### src/hw/rtl/spp_pkg.sv
// Shared constants, types and arithmetic helpers for the servo position controller.
package spp_pkg;

  // Angle arithmetic.
  localparam int ANGLE_COUNT = 4096;
  localparam int HALF_ANGLE  = ANGLE_COUNT / 2;

  // Integral clamp and divisor (the divisor is 2**I_DIV_SHIFT).
  localparam int INTEGRAL_LIMIT = 100000;
  localparam int I_DIV_SHIFT    = 10;

  // Default depth of the queue between the front and back parts.
  localparam int QUEUE_DEPTH_DEF = 4;

  // Datapath widths.
  localparam int DATA_W  = 16;
  localparam int ANG_W   = 12;
  localparam int MODE_W  = 3;
  localparam int IDX_W   = 3;
  localparam int ERR_W   = 20;
  localparam int INT_W   = 18;
  localparam int M0_W    = ERR_W + DATA_W;
  localparam int M1_W    = INT_W + DATA_W;
  localparam int M2_W    = DATA_W + DATA_W;
  localparam int SUM_W   = 40;

  // Control law codes.
  localparam logic [MODE_W-1:0] MODE_PID      = 3'd0;
  localparam logic [MODE_W-1:0] MODE_PID_MT   = 3'd1;
  localparam logic [MODE_W-1:0] MODE_P_POS    = 3'd2;
  localparam logic [MODE_W-1:0] MODE_FF       = 3'd3;
  localparam logic [MODE_W-1:0] MODE_PID_FF   = 3'd4;
  localparam logic [MODE_W-1:0] MODE_P_SPEED  = 3'd5;
  localparam logic [MODE_W-1:0] MODE_P_TORQUE = 3'd6;

  // Configuration register indexes.
  localparam logic [IDX_W-1:0] REG_MODE        = 3'd0;
  localparam logic [IDX_W-1:0] REG_P_GAIN      = 3'd1;
  localparam logic [IDX_W-1:0] REG_I_GAIN      = 3'd2;
  localparam logic [IDX_W-1:0] REG_D_GAIN      = 3'd3;
  localparam logic [IDX_W-1:0] REG_SPEED_GAIN  = 3'd4;
  localparam logic [IDX_W-1:0] REG_TORQUE_GAIN = 3'd5;
  localparam logic [IDX_W-1:0] REG_UPPER_LIMIT = 3'd6;
  localparam logic [IDX_W-1:0] REG_LOWER_LIMIT = 3'd7;

  // Configuration register file contents.
  typedef struct packed {
    logic [MODE_W-1:0]        mode;
    logic signed [DATA_W-1:0] p_gain;
    logic signed [DATA_W-1:0] i_gain;
    logic signed [DATA_W-1:0] d_gain;
    logic signed [DATA_W-1:0] speed_gain;
    logic signed [DATA_W-1:0] torque_gain;
    logic [ANG_W-1:0]         upper_limit_angle;
    logic [ANG_W-1:0]         lower_limit_angle;
  } cfg_t;

  // One classified tick as it waits in the queue.
  typedef struct packed {
    logic                     integ;  // update the integral and use the I and D terms
    logic                     clr;    // clear the integral before this tick
    logic signed [ERR_W-1:0]  err;    // angle error of this tick, zero where unused
    logic signed [ERR_W-1:0]  mul_a;  // operand of the main product
    logic signed [DATA_W-1:0] gain;   // gain of the main product
    logic signed [DATA_W-1:0] spd;    // speed for the D term, zero where unused
    logic signed [DATA_W-1:0] ff;     // feed-forward to add, zero where unused
  } q_entry_t;

  // Shortest signed distance from b to a on the circle.
  function automatic logic signed [ERR_W-1:0] wrap_diff(input logic signed [ERR_W-1:0] a,
                                                        input logic signed [ERR_W-1:0] b);
    logic signed [ERR_W-1:0] d;
    d = a - b;
    if (d > ERR_W'(HALF_ANGLE)) begin
      return d - ERR_W'(ANGLE_COUNT);
    end else if (d < -ERR_W'(HALF_ANGLE)) begin
      return d + ERR_W'(ANGLE_COUNT);
    end
    return d;
  endfunction

  // The other way around the circle, given the short distance.
  function automatic logic signed [ERR_W-1:0] long_of(input logic signed [ERR_W-1:0] d);
    if (d > 0) begin
      return d - ERR_W'(ANGLE_COUNT);
    end
    return d + ERR_W'(ANGLE_COUNT);
  endfunction

  // Saturate a wide value to the signed 16-bit range.
  function automatic logic signed [DATA_W-1:0] sat16(input logic signed [SUM_W-1:0] v);
    if (v > SUM_W'(32767)) begin
      return 16'sh7fff;
    end else if (v < -SUM_W'(32768)) begin
      return 16'sh8000;
    end
    return v[DATA_W-1:0];
  endfunction

endpackage

### src/hw/rtl/spp_front.sv
// Front part: takes input transactions, finds the angle error and classifies the tick.
module spp_front (
  input  logic                             clk,
  input  logic                             rst_n,
  input  spp_pkg::cfg_t                    cfg,
  input  logic                             in_valid,
  output logic                             in_ready,
  input  logic signed [spp_pkg::DATA_W-1:0] in_goal_angle,
  input  logic [spp_pkg::ANG_W-1:0]        in_measured_angle,
  input  logic signed [spp_pkg::DATA_W-1:0] in_turns_angle,
  input  logic signed [spp_pkg::DATA_W-1:0] in_measured_speed,
  input  logic signed [spp_pkg::DATA_W-1:0] in_goal_speed,
  input  logic signed [spp_pkg::DATA_W-1:0] in_feedforward,
  input  logic signed [spp_pkg::DATA_W-1:0] in_measured_torque,
  input  logic signed [spp_pkg::DATA_W-1:0] in_goal_torque,
  input  logic                             in_clear_integral,
  input  logic                             q_full,
  output logic                             push,
  output spp_pkg::q_entry_t                push_data
);
  import spp_pkg::*;

  logic                     f_v_r;
  logic signed [DATA_W-1:0] f_goal_angle_r;
  logic [ANG_W-1:0]         f_measured_angle_r;
  logic signed [DATA_W-1:0] f_turns_angle_r;
  logic signed [DATA_W-1:0] f_measured_speed_r;
  logic signed [DATA_W-1:0] f_goal_speed_r;
  logic signed [DATA_W-1:0] f_feedforward_r;
  logic signed [DATA_W-1:0] f_measured_torque_r;
  logic signed [DATA_W-1:0] f_goal_torque_r;
  logic                     f_clear_integral_r;

  logic                     f_adv;
  logic signed [ERR_W-1:0]  goal_s, ang_s, up_s, lo_s;
  logic signed [ERR_W-1:0]  d, up_w, lo_w, lim_up, lim_lo, lim_err;
  logic                     dir_pos, dir_neg;

  // The input register frees up when it is empty or its transaction moves on.
  assign f_adv    = !f_v_r || !q_full;
  assign in_ready = f_adv;
  assign push     = f_v_r && !q_full;

  always_ff @(posedge clk) begin
    if (!rst_n) begin
      f_v_r <= 1'b0;
    end else if (f_adv) begin
      f_v_r <= in_valid;
    end
  end

  always_ff @(posedge clk) begin
    if (f_adv && in_valid) begin
      f_goal_angle_r      <= in_goal_angle;
      f_measured_angle_r  <= in_measured_angle;
      f_turns_angle_r     <= in_turns_angle;
      f_measured_speed_r  <= in_measured_speed;
      f_goal_speed_r      <= in_goal_speed;
      f_feedforward_r     <= in_feedforward;
      f_measured_torque_r <= in_measured_torque;
      f_goal_torque_r     <= in_goal_torque;
      f_clear_integral_r  <= in_clear_integral;
    end
  end

  // Widen the angles to a common signed width.
  assign goal_s = ERR_W'(f_goal_angle_r);
  assign ang_s  = $signed(ERR_W'(f_measured_angle_r));
  assign up_s   = $signed(ERR_W'(cfg.upper_limit_angle));
  assign lo_s   = $signed(ERR_W'(cfg.lower_limit_angle));

  // Short error and the distances to each limit in its own direction.
  always_comb begin
    d      = wrap_diff(goal_s, ang_s);
    up_w   = wrap_diff(up_s, ang_s);
    lo_w   = wrap_diff(lo_s, ang_s);
    lim_up = (up_w < 0) ? long_of(up_w) : up_w;
    lim_lo = (lo_w > 0) ? long_of(lo_w) : lo_w;
  end

  // Direction choice: the short way unless it would cross a limit.
  always_comb begin
    dir_pos = 1'b0;
    dir_neg = 1'b0;
    if (up_s == lo_s || ang_s >= ERR_W'(ANGLE_COUNT)) begin
      dir_pos = 1'b0;
    end else if (goal_s == up_s) begin
      dir_pos = 1'b1;
    end else if (goal_s == lo_s) begin
      dir_neg = 1'b1;
    end else if (d > 0) begin
      dir_pos = (d <= lim_up);
      dir_neg = !(d <= lim_up);
    end else if (d < 0) begin
      dir_neg = (d >= lim_lo);
      dir_pos = !(d >= lim_lo);
    end
    lim_err = ((dir_pos && d < 0) || (dir_neg && d > 0)) ? long_of(d) : d;
  end

  // Classify the tick by control law.
  always_comb begin
    push_data       = '0;
    push_data.clr   = f_clear_integral_r;
    unique case (cfg.mode) inside
      MODE_PID, MODE_PID_FF: begin
        push_data.integ = 1'b1;
        push_data.err   = lim_err;
        push_data.mul_a = lim_err;
        push_data.gain  = cfg.p_gain;
        push_data.spd   = f_measured_speed_r;
        push_data.ff    = (cfg.mode == MODE_PID_FF) ? f_feedforward_r : '0;
      end
      MODE_PID_MT: begin
        push_data.integ = 1'b1;
        push_data.err   = ERR_W'(f_goal_angle_r) - ERR_W'(f_turns_angle_r);
        push_data.mul_a = ERR_W'(f_goal_angle_r) - ERR_W'(f_turns_angle_r);
        push_data.gain  = cfg.p_gain;
        push_data.spd   = f_measured_speed_r;
      end
      MODE_P_POS: begin
        push_data.err   = lim_err;
        push_data.mul_a = lim_err;
        push_data.gain  = cfg.p_gain;
      end
      MODE_FF: begin
        push_data.ff = f_feedforward_r;
      end
      MODE_P_SPEED: begin
        push_data.mul_a = ERR_W'(f_goal_speed_r) - ERR_W'(f_measured_speed_r);
        push_data.gain  = cfg.speed_gain;
      end
      MODE_P_TORQUE: begin
        push_data.mul_a = ERR_W'(f_goal_torque_r) - ERR_W'(f_measured_torque_r);
        push_data.gain  = cfg.torque_gain;
      end
      default: begin
        push_data.integ = 1'b0;
      end
    endcase
  end

  // A transaction held against a full queue stays in place.
  a_hold_when_full: assert property (@(posedge clk) disable iff (!rst_n)
    (f_v_r && q_full) |=> (f_v_r && $stable(f_goal_angle_r) && $stable(f_clear_integral_r)))
    else $error("front transaction lost while queue full");

endmodule

### src/hw/rtl/spp_queue.sv
// Short queue of classified ticks between the front and back parts.
module spp_queue #(
  parameter int DEPTH = spp_pkg::QUEUE_DEPTH_DEF
) (
  input  logic              clk,
  input  logic              rst_n,
  input  logic              push,
  input  spp_pkg::q_entry_t push_data,
  output logic              full,
  input  logic              pop,
  output spp_pkg::q_entry_t pop_data,
  output logic              empty
);
  import spp_pkg::*;

  localparam int PTR_W = (DEPTH > 1) ? $clog2(DEPTH) : 1;
  localparam int CNT_W = $clog2(DEPTH + 1);

  q_entry_t           mem_r [DEPTH];
  logic [PTR_W-1:0]   wr_ptr_r, rd_ptr_r;
  logic [CNT_W-1:0]   count_r;
  logic               do_push, do_pop;

  assign full     = (count_r == CNT_W'(DEPTH));
  assign empty    = (count_r == '0);
  assign do_push  = push && !full;
  assign do_pop   = pop && !empty;
  assign pop_data = mem_r[rd_ptr_r];

  // Entry storage.
  always_ff @(posedge clk) begin
    if (do_push) begin
      mem_r[wr_ptr_r] <= push_data;
    end
  end

  // Pointers and fill count.
  always_ff @(posedge clk) begin
    if (!rst_n) begin
      wr_ptr_r <= '0;
      rd_ptr_r <= '0;
      count_r  <= '0;
    end else begin
      if (do_push) begin
        wr_ptr_r <= (wr_ptr_r == PTR_W'(DEPTH - 1)) ? '0 : wr_ptr_r + 1'b1;
      end
      if (do_pop) begin
        rd_ptr_r <= (rd_ptr_r == PTR_W'(DEPTH - 1)) ? '0 : rd_ptr_r + 1'b1;
      end
      if (do_push && !do_pop) begin
        count_r <= count_r + 1'b1;
      end else if (do_pop && !do_push) begin
        count_r <= count_r - 1'b1;
      end
    end
  end

  a_count_bound: assert property (@(posedge clk) disable iff (!rst_n)
    count_r <= CNT_W'(DEPTH))
    else $error("queue count above depth");

  a_empty_ptrs: assert property (@(posedge clk) disable iff (!rst_n)
    empty |-> (wr_ptr_r == rd_ptr_r))
    else $error("queue empty with unequal pointers");

endmodule

### src/hw/rtl/spp_back.sv
// Back part: integral update, gain products, sum and saturation into the output register.
module spp_back (
  input  logic                              clk,
  input  logic                              rst_n,
  input  spp_pkg::cfg_t                     cfg,
  input  logic                              q_empty,
  input  spp_pkg::q_entry_t                 q_data,
  output logic                              pop,
  output logic                              out_valid,
  input  logic                              out_ready,
  output logic signed [spp_pkg::DATA_W-1:0] out_drive_command,
  output logic signed [spp_pkg::DATA_W-1:0] out_angle_error
);
  import spp_pkg::*;

  localparam int ISUM_W = ERR_W + 1;
  localparam logic signed [INT_W-1:0] LIM_POS  = INT_W'(INTEGRAL_LIMIT);
  localparam logic signed [INT_W-1:0] LIM_NEG  = -INT_W'(INTEGRAL_LIMIT);
  localparam logic signed [M1_W-1:0]  DIV_BIAS = M1_W'((1 << I_DIV_SHIFT) - 1);

  logic                      en;
  logic signed [INT_W-1:0]   integral_r, integral_nxt, int_base;
  logic signed [ISUM_W-1:0]  int_sum;

  logic                      s1_v_r, s2_v_r, s3_v_r, out_v_r;
  logic                      s1_integ_r;
  logic signed [INT_W-1:0]   s1_ival_r;
  logic signed [ERR_W-1:0]   s1_mul_a_r;
  logic signed [DATA_W-1:0]  s1_gain_r, s1_spd_r, s1_ff_r, s1_err_r;
  logic signed [M0_W-1:0]    s2_m0_r;
  logic signed [M1_W-1:0]    s2_m1_r, m1_adj;
  logic signed [M2_W-1:0]    s2_m2_r;
  logic signed [DATA_W-1:0]  s2_ff_r, s2_err_r;
  logic signed [SUM_W-1:0]   s3_sum_r, total;
  logic signed [M1_W-1:0]    s3_q_r;
  logic signed [DATA_W-1:0]  s3_ff_r, s3_err_r;
  logic signed [DATA_W-1:0]  out_cmd_r, out_err_r;

  // The whole back pipeline advances unless the output register is stalled.
  assign en  = !out_v_r || out_ready;
  assign pop = en && !q_empty;

  // Integral update with clear and clamp.
  always_comb begin
    int_base = q_data.clr ? '0 : integral_r;
    int_sum  = ISUM_W'(int_base) + ISUM_W'(q_data.err);
    if (!q_data.integ) begin
      integral_nxt = int_base;
    end else if (int_sum > ISUM_W'(LIM_POS)) begin
      integral_nxt = LIM_POS;
    end else if (int_sum < ISUM_W'(LIM_NEG)) begin
      integral_nxt = LIM_NEG;
    end else begin
      integral_nxt = int_sum[INT_W-1:0];
    end
  end

  always_ff @(posedge clk) begin
    if (!rst_n) begin
      integral_r <= '0;
    end else if (pop) begin
      integral_r <= integral_nxt;
    end
  end

  // Stage valid bits.
  always_ff @(posedge clk) begin
    if (!rst_n) begin
      s1_v_r  <= 1'b0;
      s2_v_r  <= 1'b0;
      s3_v_r  <= 1'b0;
      out_v_r <= 1'b0;
    end else if (en) begin
      s1_v_r  <= !q_empty;
      s2_v_r  <= s1_v_r;
      s3_v_r  <= s2_v_r;
      out_v_r <= s3_v_r;
    end
  end

  // Stage 1: capture the entry and the integral it produced.
  always_ff @(posedge clk) begin
    if (pop) begin
      s1_integ_r <= q_data.integ;
      s1_ival_r  <= integral_nxt;
      s1_mul_a_r <= q_data.mul_a;
      s1_gain_r  <= q_data.gain;
      s1_spd_r   <= q_data.spd;
      s1_ff_r    <= q_data.ff;
      s1_err_r   <= sat16(SUM_W'(q_data.err));
    end
  end

  // Stage 2: the three gain products.
  always_ff @(posedge clk) begin
    if (en) begin
      s2_m0_r  <= M0_W'(s1_mul_a_r) * M0_W'(s1_gain_r);
      s2_m1_r  <= s1_integ_r ? M1_W'(s1_ival_r) * M1_W'(cfg.i_gain) : '0;
      s2_m2_r  <= M2_W'(s1_spd_r) * M2_W'(cfg.d_gain);
      s2_ff_r  <= s1_ff_r;
      s2_err_r <= s1_err_r;
    end
  end

  // Integral term divided by the power-of-two divisor, rounding toward zero.
  always_comb begin
    if (s2_m1_r < 0) begin
      m1_adj = s2_m1_r + DIV_BIAS;
    end else begin
      m1_adj = s2_m1_r;
    end
  end

  // Stage 3: quotient and partial sum.
  always_ff @(posedge clk) begin
    if (en) begin
      s3_q_r   <= m1_adj >>> I_DIV_SHIFT;
      s3_sum_r <= SUM_W'(s2_m0_r) + SUM_W'(s2_m2_r);
      s3_ff_r  <= s2_ff_r;
      s3_err_r <= s2_err_r;
    end
  end

  assign total = s3_sum_r + SUM_W'(s3_q_r) + SUM_W'(s3_ff_r);

  // Output register: final sum saturated to 16 bits.
  always_ff @(posedge clk) begin
    if (en) begin
      out_cmd_r <= sat16(total);
      out_err_r <= s3_err_r;
    end
  end

  assign out_valid         = out_v_r;
  assign out_drive_command = out_cmd_r;
  assign out_angle_error   = out_err_r;

  a_integral_range: assert property (@(posedge clk) disable iff (!rst_n)
    (integral_r <= LIM_POS) && (integral_r >= LIM_NEG))
    else $error("integral outside its clamp");

  a_clear_only: assert property (@(posedge clk) disable iff (!rst_n)
    (pop && q_data.clr && !q_data.integ) |=> (integral_r == '0))
    else $error("integral not cleared");

endmodule

### src/hw/rtl/servo_position_pid_with_angle_limits.sv
// Top level of the servo position controller: configuration registers and part wiring.
//
// Usage:
//   One input transaction on the in_ channel is one control tick; it gives exactly
//   one result transaction on the out_ channel (drive_command, angle_error), in order.
//   Configuration is written on the cfg_ channel (index 0 mode, 1..5 gains,
//   6 upper limit, 7 lower limit); cfg_ready is always high. Write it only while
//   no tick is in flight.
//   Path: a result passes through the input register, the queue, the integral
//   stage, the product stage, the sum stage and the output register.
//   Throughput: one tick per cycle; the integral update is a combinational
//   add-and-clamp loop, so nothing limits the rate while out_ready stays high.
//   Reset: all configuration registers, the integral and every valid bit clear;
//   the queue starts empty.
//   Stall: when out_ready is low with a result waiting, the output register holds
//   it, the back pipeline freezes, the queue fills, and in_ready drops once the
//   queue and the input register are both full.
module servo_position_pid_with_angle_limits #(
  parameter int QUEUE_DEPTH = spp_pkg::QUEUE_DEPTH_DEF
) (
  input  logic                              clk,
  input  logic                              rst_n,
  input  logic                              cfg_valid,
  output logic                              cfg_ready,
  input  logic [spp_pkg::IDX_W-1:0]         cfg_index,
  input  logic [spp_pkg::DATA_W-1:0]        cfg_data,
  input  logic                              in_valid,
  output logic                              in_ready,
  input  logic signed [spp_pkg::DATA_W-1:0] in_goal_angle,
  input  logic [spp_pkg::ANG_W-1:0]         in_measured_angle,
  input  logic signed [spp_pkg::DATA_W-1:0] in_turns_angle,
  input  logic signed [spp_pkg::DATA_W-1:0] in_measured_speed,
  input  logic signed [spp_pkg::DATA_W-1:0] in_goal_speed,
  input  logic signed [spp_pkg::DATA_W-1:0] in_feedforward,
  input  logic signed [spp_pkg::DATA_W-1:0] in_measured_torque,
  input  logic signed [spp_pkg::DATA_W-1:0] in_goal_torque,
  input  logic                              in_clear_integral,
  output logic                              out_valid,
  input  logic                              out_ready,
  output logic signed [spp_pkg::DATA_W-1:0] out_drive_command,
  output logic signed [spp_pkg::DATA_W-1:0] out_angle_error
);
  import spp_pkg::*;

  cfg_t     cfg_r;
  q_entry_t push_data, pop_data;
  logic     push, pop, q_full, q_empty;

  assign cfg_ready = 1'b1;

  // Configuration register file.
  always_ff @(posedge clk) begin
    if (!rst_n) begin
      cfg_r <= '0;
    end else if (cfg_valid) begin
      unique case (cfg_index)
        REG_MODE:        cfg_r.mode              <= cfg_data[MODE_W-1:0];
        REG_P_GAIN:      cfg_r.p_gain            <= cfg_data;
        REG_I_GAIN:      cfg_r.i_gain            <= cfg_data;
        REG_D_GAIN:      cfg_r.d_gain            <= cfg_data;
        REG_SPEED_GAIN:  cfg_r.speed_gain        <= cfg_data;
        REG_TORQUE_GAIN: cfg_r.torque_gain       <= cfg_data;
        REG_UPPER_LIMIT: cfg_r.upper_limit_angle <= cfg_data[ANG_W-1:0];
        REG_LOWER_LIMIT: cfg_r.lower_limit_angle <= cfg_data[ANG_W-1:0];
        default:         cfg_r                   <= cfg_r;
      endcase
    end
  end

  spp_front u_front (
    .clk                (clk),
    .rst_n              (rst_n),
    .cfg                (cfg_r),
    .in_valid           (in_valid),
    .in_ready           (in_ready),
    .in_goal_angle      (in_goal_angle),
    .in_measured_angle  (in_measured_angle),
    .in_turns_angle     (in_turns_angle),
    .in_measured_speed  (in_measured_speed),
    .in_goal_speed      (in_goal_speed),
    .in_feedforward     (in_feedforward),
    .in_measured_torque (in_measured_torque),
    .in_goal_torque     (in_goal_torque),
    .in_clear_integral  (in_clear_integral),
    .q_full             (q_full),
    .push               (push),
    .push_data          (push_data)
  );

  spp_queue #(
    .DEPTH (QUEUE_DEPTH)
  ) u_queue (
    .clk       (clk),
    .rst_n     (rst_n),
    .push      (push),
    .push_data (push_data),
    .full      (q_full),
    .pop       (pop),
    .pop_data  (pop_data),
    .empty     (q_empty)
  );

  spp_back u_back (
    .clk               (clk),
    .rst_n             (rst_n),
    .cfg               (cfg_r),
    .q_empty           (q_empty),
    .q_data            (pop_data),
    .pop               (pop),
    .out_valid         (out_valid),
    .out_ready         (out_ready),
    .out_drive_command (out_drive_command),
    .out_angle_error   (out_angle_error)
  );

endmodule

### config.mk
export PLATFORM = sky130hd
export DESIGN_NAME = servo_position_pid_with_angle_limits
export DESIGN_NICKNAME = d
export VERILOG_FILES = /design/src/hw/rtl/spp_pkg.sv /design/src/hw/rtl/spp_front.sv /design/src/hw/rtl/spp_queue.sv /design/src/hw/rtl/spp_back.sv /design/src/hw/rtl/servo_position_pid_with_angle_limits.sv
export SDC_FILE = /design/constraint.sdc
export NUM_CORES = 2
export LEC_CHECK = 0
export CORE_MARGIN = 5
export CORE_UTILIZATION = 42
export DETAILED_ROUTE_END_ITERATION = 6
export DONT_BUFFER_PORTS = 1
export PLACE_DENSITY = 0.58
export SLEW_MARGIN = 30
export SYNTH_ARGS = -nofsm -noshare
export SYNTH_HDL_FRONTEND = slang
export SYNTH_SLANG_ARGS = --single-unit
### constraint.sdc
create_clock -name clk -period 7.4 [get_ports clk]
set_input_delay 0.37 -clock clk [delete_from_list [all_inputs] [get_ports clk]]
set_output_delay 0.37 -clock clk [all_outputs]
set_load 0.01 [all_outputs]
* Word level (Yosys, flattened, before mapping)
Memories as Yosys holds them, arrays and structs flattened. A register that Yosys moved wholly into a read port is not among the register bits.
Index checks and enable logic that the tools add are counted.
** Storage, ports and cells
- Register bits :: 627
- RAM bits :: 360
- Input bits :: 149
- Word-level logic and storage cells :: 218
- Memories :: 1
** Memories
- u_queue.mem_r :: words 4, width 90, read ports 1, clocked after Yosys merged registers in 1, wr ports 1, RTL line spp_queue.sv:19 : q_entry_t mem_r [DEPTH];
** Cells by class
- $add $sub $neg :: 27
- Multipliers :: 3
- Order comparisons :: 21
- Equality and inequality tests :: 19
- Multiplexer cells :: 67
- Reductions and logical operators :: 36
** Operators with widths (count)
- 2-to-1 mux 20 bit :: 17
- one-hot mux 36 bit (4 select lines) :: 1
- 2-to-1 mux 16 bit :: 8
- adder 20 x 14 -> 20 bit (second input constant) :: 6
- subtractor 20 x 14 -> 20 bit (second input constant) :: 6
- 2-to-1 mux 18 bit :: 4
- greater-than comparator 20 x 1 -> 1 bit (second input constant) :: 3
- greater-than comparator 20 x 13 -> 1 bit (second input constant) :: 3
- < comparator 20 x 12 -> 1 bit (second input constant) :: 3
- subtractor 16 x 16 -> 17 bit :: 3
- adder 40 x 16 -> 40 bit :: 1
- adder 40 x 24 -> 40 bit :: 1
- greater-than comparator 40 x 16 -> 1 bit (second input constant) :: 1
- < comparator 20 x 1 -> 1 bit (second input constant) :: 2
- < comparator 40 x 16 -> 1 bit (second input constant) :: 1
- one-hot mux 20 bit (2 select lines) :: 1
- adder 36 x 32 -> 37 bit :: 1
- multiplier 20 x 16 -> 36 bit :: 1
- adder 34 x 11 -> 34 bit (second input constant) :: 1
- < comparator 34 x 1 -> 1 bit (second input constant) :: 1
- multiplier 18 x 16 -> 34 bit :: 1
- 2-to-1 mux 34 bit :: 1
- equality test 16 x 13 -> 1 bit :: 2
- multiplier 16 x 16 -> 32 bit :: 1
- other kinds (30) :: 103

* Longest topological paths before layout
- Depth in word-level cells :: 20
- Gate-level depth with buffers :: 34

* Modules after synthesis
From an unflattened synthesis, not the netlist that was laid out.
** Second synthesis, totals
- Cells, all modules :: 7030
- Area total of the unflattened synthesis :: 79188.4 um2
** By module, submodules not included
- spp_back :: instances 1, cells an instance 5028, area an instance 51069.0 um2, seq. area each 11310.8 um2
- spp_queue :: instances 1, cells an instance 521, area an instance 13553.0 um2, seq. area each 10990.5 um2
- spp_front :: instances 1, cells an instance 1108, area an instance 10654.0 um2, seq. area each 3773.6 um2
- servo_position_pid_with_angle_limits :: instances 1, cells an instance 373, area an instance 3912.5 um2, seq. area each 2142.1 um2

* Worst setup path before layout
Ideal clock, no wire load.
- Kind :: register to register
- From :: register u_front.f_v_r
- To :: register u_front.f_clear_integral_r, enable pin
- Arrival :: 7.074 ns
- Required time :: 6.716 ns
- Path slack :: -0.358 ns
- Stages on the path, launching flop included :: 2
- Buffers on the path :: 0
- Period minus slack after synthesis :: 7.758 ns
- Cells stage by stage :: dfxtp_1 > a31oi_1
** On the way
- Cells in the longest elaborated chain, start to end :: 3
** Ends and longest elaborated chain
- start: declaration :: RTL line spp_front.sv:23 : logic f_v_r;
- start signal: assignment :: RTL line spp_front.sv:48 : f_v_r <= in_valid;
- logical NOT 1 bit :: RTL line spp_front.sv:40 : assign f_adv = !f_v_r || !q_full;
- logical OR 1 bit :: RTL line spp_front.sv:40
- logical AND 1 bit :: RTL line spp_front.sv:53 : if (f_adv && in_valid) begin
- end signal: assignment :: RTL line spp_front.sv:62 : f_clear_integral_r <= in_clear_integral;
- end: declaration :: RTL line spp_front.sv:32 : logic f_clear_integral_r;
Every way passes these cells.
A chain may end at the register's enable or synchronous reset.

* Worst setup path in the final report
- From :: register u_back.s1_spd_r[5]
- To :: register u_back.s2_m2_r[31], data pin
** On the way
- Cells in the longest elaborated chain, start to end :: 1
** Ends and longest elaborated chain
- start: declaration :: RTL line spp_back.sv:29 : logic signed [DATA_W-1:0] s1_gain_r, s1_spd_r, s1_ff_r, s1_err_r;
- start signal: assignment :: RTL line spp_back.sv:88 : s1_spd_r <= q_data.spd;
- multiplier 16 x 16 -> 32 bit :: RTL line spp_back.sv:99 : s2_m2_r <= M2_W'(s1_spd_r) * M2_W'(cfg.d_gain);
- end signal: assignment :: RTL line spp_back.sv:99
- end: declaration :: RTL line spp_back.sv:32 : logic signed [M2_W-1:0] s2_m2_r;
Every way passes these cells.

==> results.json <==
{
  "status": "complete, no violations",
  "finalSetupViolCount": 0,
  "clock-sinks": 986,
  "floorplan.die.width_microns": 442.8,
  "timing.final.max_slew_violations": 0,
  "use_met2": 0.3392,
  "grt.overflow.total": 0,
  "place_hpwl_microns": 158900,
  "avgViaCountPerCell": 5.199,
  "critical_path.cell_chain": "nand2_1 -> fa_1 -> fa_1 -> inv_1 -> ha_1 -> inv_1 -> fa_1 -> inv_1 -> fa_1 -> inv_1 -> fa_1 -> inv_1 -> ha_1 -> or3_1 -> a21oi_1 -> o211ai_1 -> nand4_1 -> a31oi_1 -> a211o_1 -> a221o_1 -> a21o_1 -> a211oi_1 -> a21oi_1 -> xnor2_1",
  "drtAntennaViolNets": 0,
  "worst_slew_pin_slew_ns": 1.030,
  "cts.htree.levels": 3,
  "grt.total_usage": 0.2076,
  "first_pass_grt_wire_length_microns": 317900,
  "io_buffers": 0,
  "design.final.nets": 8789,
  "worstSetupPathType": "reg2reg",
  "detailroute.via_count": 51010,
  "met1_usage": 0.2905,
  "ys_warn_count": 0,
  "synth_area_per_cell_sq_um": 11.17,
  "gr-usage-met3": 0.03107,
  "routabilityCongestion": 0.9028,
  "critical_path.max_stage_delay_ns": 0.83,
  "io_pins": 184,
  "netlist_top_cells_area": "edfxtp_1, fa_1, ha_1, inv_1, nand2_1",
  "yosys.cell_types.count": 102,
  "drive_above_1_share": 0.07059,
  "synth_top_cell_by_area": "edfxtp_1",
  "timing.critical_path.slowest_stage_cell": "edfxtp_1",
  "die_height_microns": 442.8,
  "filler_cell_count": 16910,
  "synth_area_sq_mm": 0.07866,
  "async_flop_share": 0,
  "number_of_global_route_vias_before_repair": 53460,
  "synthFlopType": "edfxtp_1",
  "clock_skew_after_layout_ns": 0.09264,
  "mostFrequentLayoutCells": "inv_1, fa_1, edfxtp_1",
  "num_rows": 158,
  "timing.critical_path.fanout_max": 16,
  "worst_skew_pair.late_latency_ns": 0.77,
  "crit_required_ns": 7.86,
  "tritoncts": "yes",
  "setup_slack_ns": 0.3609,
  "maxcap_viol_count": 0,
  "synth.ff_latch_count": 986,
  "cts_made_buffers": 107,
  "cp-end-kind": "flop",
  "slew_headroom": 0.3137,
  "final-seq-area_sq_mm": 0.02823,
  "holdCritPathClass": "in2reg",
  "flow.area_growth_from_synthesis_pct": 11.09,
  "most_common_library_cell_in_the_layout_ignoring_fill_and_taps": "inv_1",
  "synth-edff-count": 847,
  "first_iter_violations": 3508,
  "place_ws_ns": 0.2142,
  "synth.yosys.seq_area_share": 0.3587,
  "grt_antenna_before_repair": 21,
  "yosysTopAreaCellShare": 0.3233,
  "core_sq_mm": 0.1858,
  "drtPass1Iterations": 6,
  "detail_route.wirelength_microns": 204200,
  "cts-root-to-sink-buffers": 3,
  "worst_setup_path_start_kind": "flop",
  "average_wire_length_per_cell_after_detail_routing_microns": 20.81,
  "netlist_instances": 7044,
  "drc": 0,
  "data_arrival_at_the_endpoint_of_the_critical_path_ns": 7.50,
  "grt_start_max_net_pins": 128,
  "timing_hold_violations_final": 0,
  "initial_core_util": 0.4233,
  "root_buffer": "clkbuf_16",
  "clkSlewWorstSetupHoldPaths_ns": 0.07,
  "gr-max-usage-layer": "met2",
  "achievable-frequency_mhz": 142.1,
  "area_of_the_multi_input_gates_sq_mm": 0.04556,
  "finalCritPeriodShare": 0.9512,
  "period_minus_slack_ns": 7.039,
  "die_area_sq_mm": 0.1960
}
## layout make-up
type | instances | area share
inverter | 1096 | 0.04719
tap | 2480 | 0.03551
multi-input combinational | 4721 | 0.5213
clock inverter | 68 | 0.008161
sequential | 986 | 0.3231
antenna | 9 | 0.0002577
timing repair buffer | 320 | 0.03234
clock buffer | 133 | 0.03212
## synthesized netlist by cell type, drive strengths merged, types with 91 or more instances
cell type and instances:
inv 1096, fa 918, edfxtp 847, nand2 843, ha 490, and2 406
clkbuf 228, nor2 216, xnor2 215, a21oi 196, o21ai 168, dfxtp 139
a21boi 128, a21o 120, mux4 91
## stage by stage
stage          cell area (sq um)  std cells  hold WS (ns)    util   TNS, ns
3_3_place_gp               82060       9436        0.4004  0.4416         0
3_5_place_dp               82130       9437        0.4045  0.4420         0
2_1_floorplan              78690       7051        0.4003       -         0
5_1_grt                    87370       9808       0.03687  0.4702  -0.06150
4_1_cts                    87160       9787     0.0008986  0.4690         0
6_report                   87390       9813       0.07200  0.4702         0
## worst max-delay path, delay by kind of cell, from the launching register on
family          cells  cell delay, ns
xor+xnor            1            0.14
simple gates        3            0.74
compound gates      8            2.02
buf+inv             5            0.27
flops               1            0.83
fa+ha+maj           7            2.80
## logic make-up after synthesis
kind of cell,share of synthesized area
buffers and inverters,0.06439
xor gates and xnor gates,0.03364
adders and majority gates,0.3116
other,0.00004767
DFF,0.3587
and+or+nand+nor,0.1201
AOI/OAI and AO/OA,0.08402
muxes,0.02749
## state kept, by name (all words and copies together) (netlist names), 18 cells and up, named ones only
signal	cells
u_back.integral_r	18
u_back.s3_q_r	24
u_back.s1_mul_a_r	20
u_queue.mem_r	360
u_back.s2_m1_r	34
u_back.s2_m2_r	32
cfg_r	107
u_back.s3_sum_r	37
u_back.s2_m0_r	36
u_back.s1_ival_r	18
## repair_timing
action / CTS / global route
hold buffers: 149 / 0
resized for setup: 0 / 13
endpoints found under the hold margin: 254 / 0
setup buffers: 0 / 16
setup endpoints to repair: 0 / 71
## path summary, 6_finish.rpt
check	slack, ns	from	end	cells after the start
worst max register to register	0.36	u_back.s1_spd_r[5]	u_back.s2_m2_r[31]	24
worst min-delay path	0.07	rst_n	cfg_r[75]	2
worst min register to register	0.42	u_back.s2_err_r[14]	u_back.s3_err_r[14]	0
worst max-delay path	0.36	u_back.s1_spd_r[5]	u_back.s2_m2_r[31]	24
## routing by layer
layer | share of wire | vias up
met1 | 0.45 | 25640
met4 | 0.028 | 6
li1 | - | 23740
met3 | 0.055 | 246
met2 | 0.47 | 1389
met5 | 0.00020 | -
Power is not shown: default switching activity piles up to over one toggle a cycle in this logic, so the estimate is an artifact.
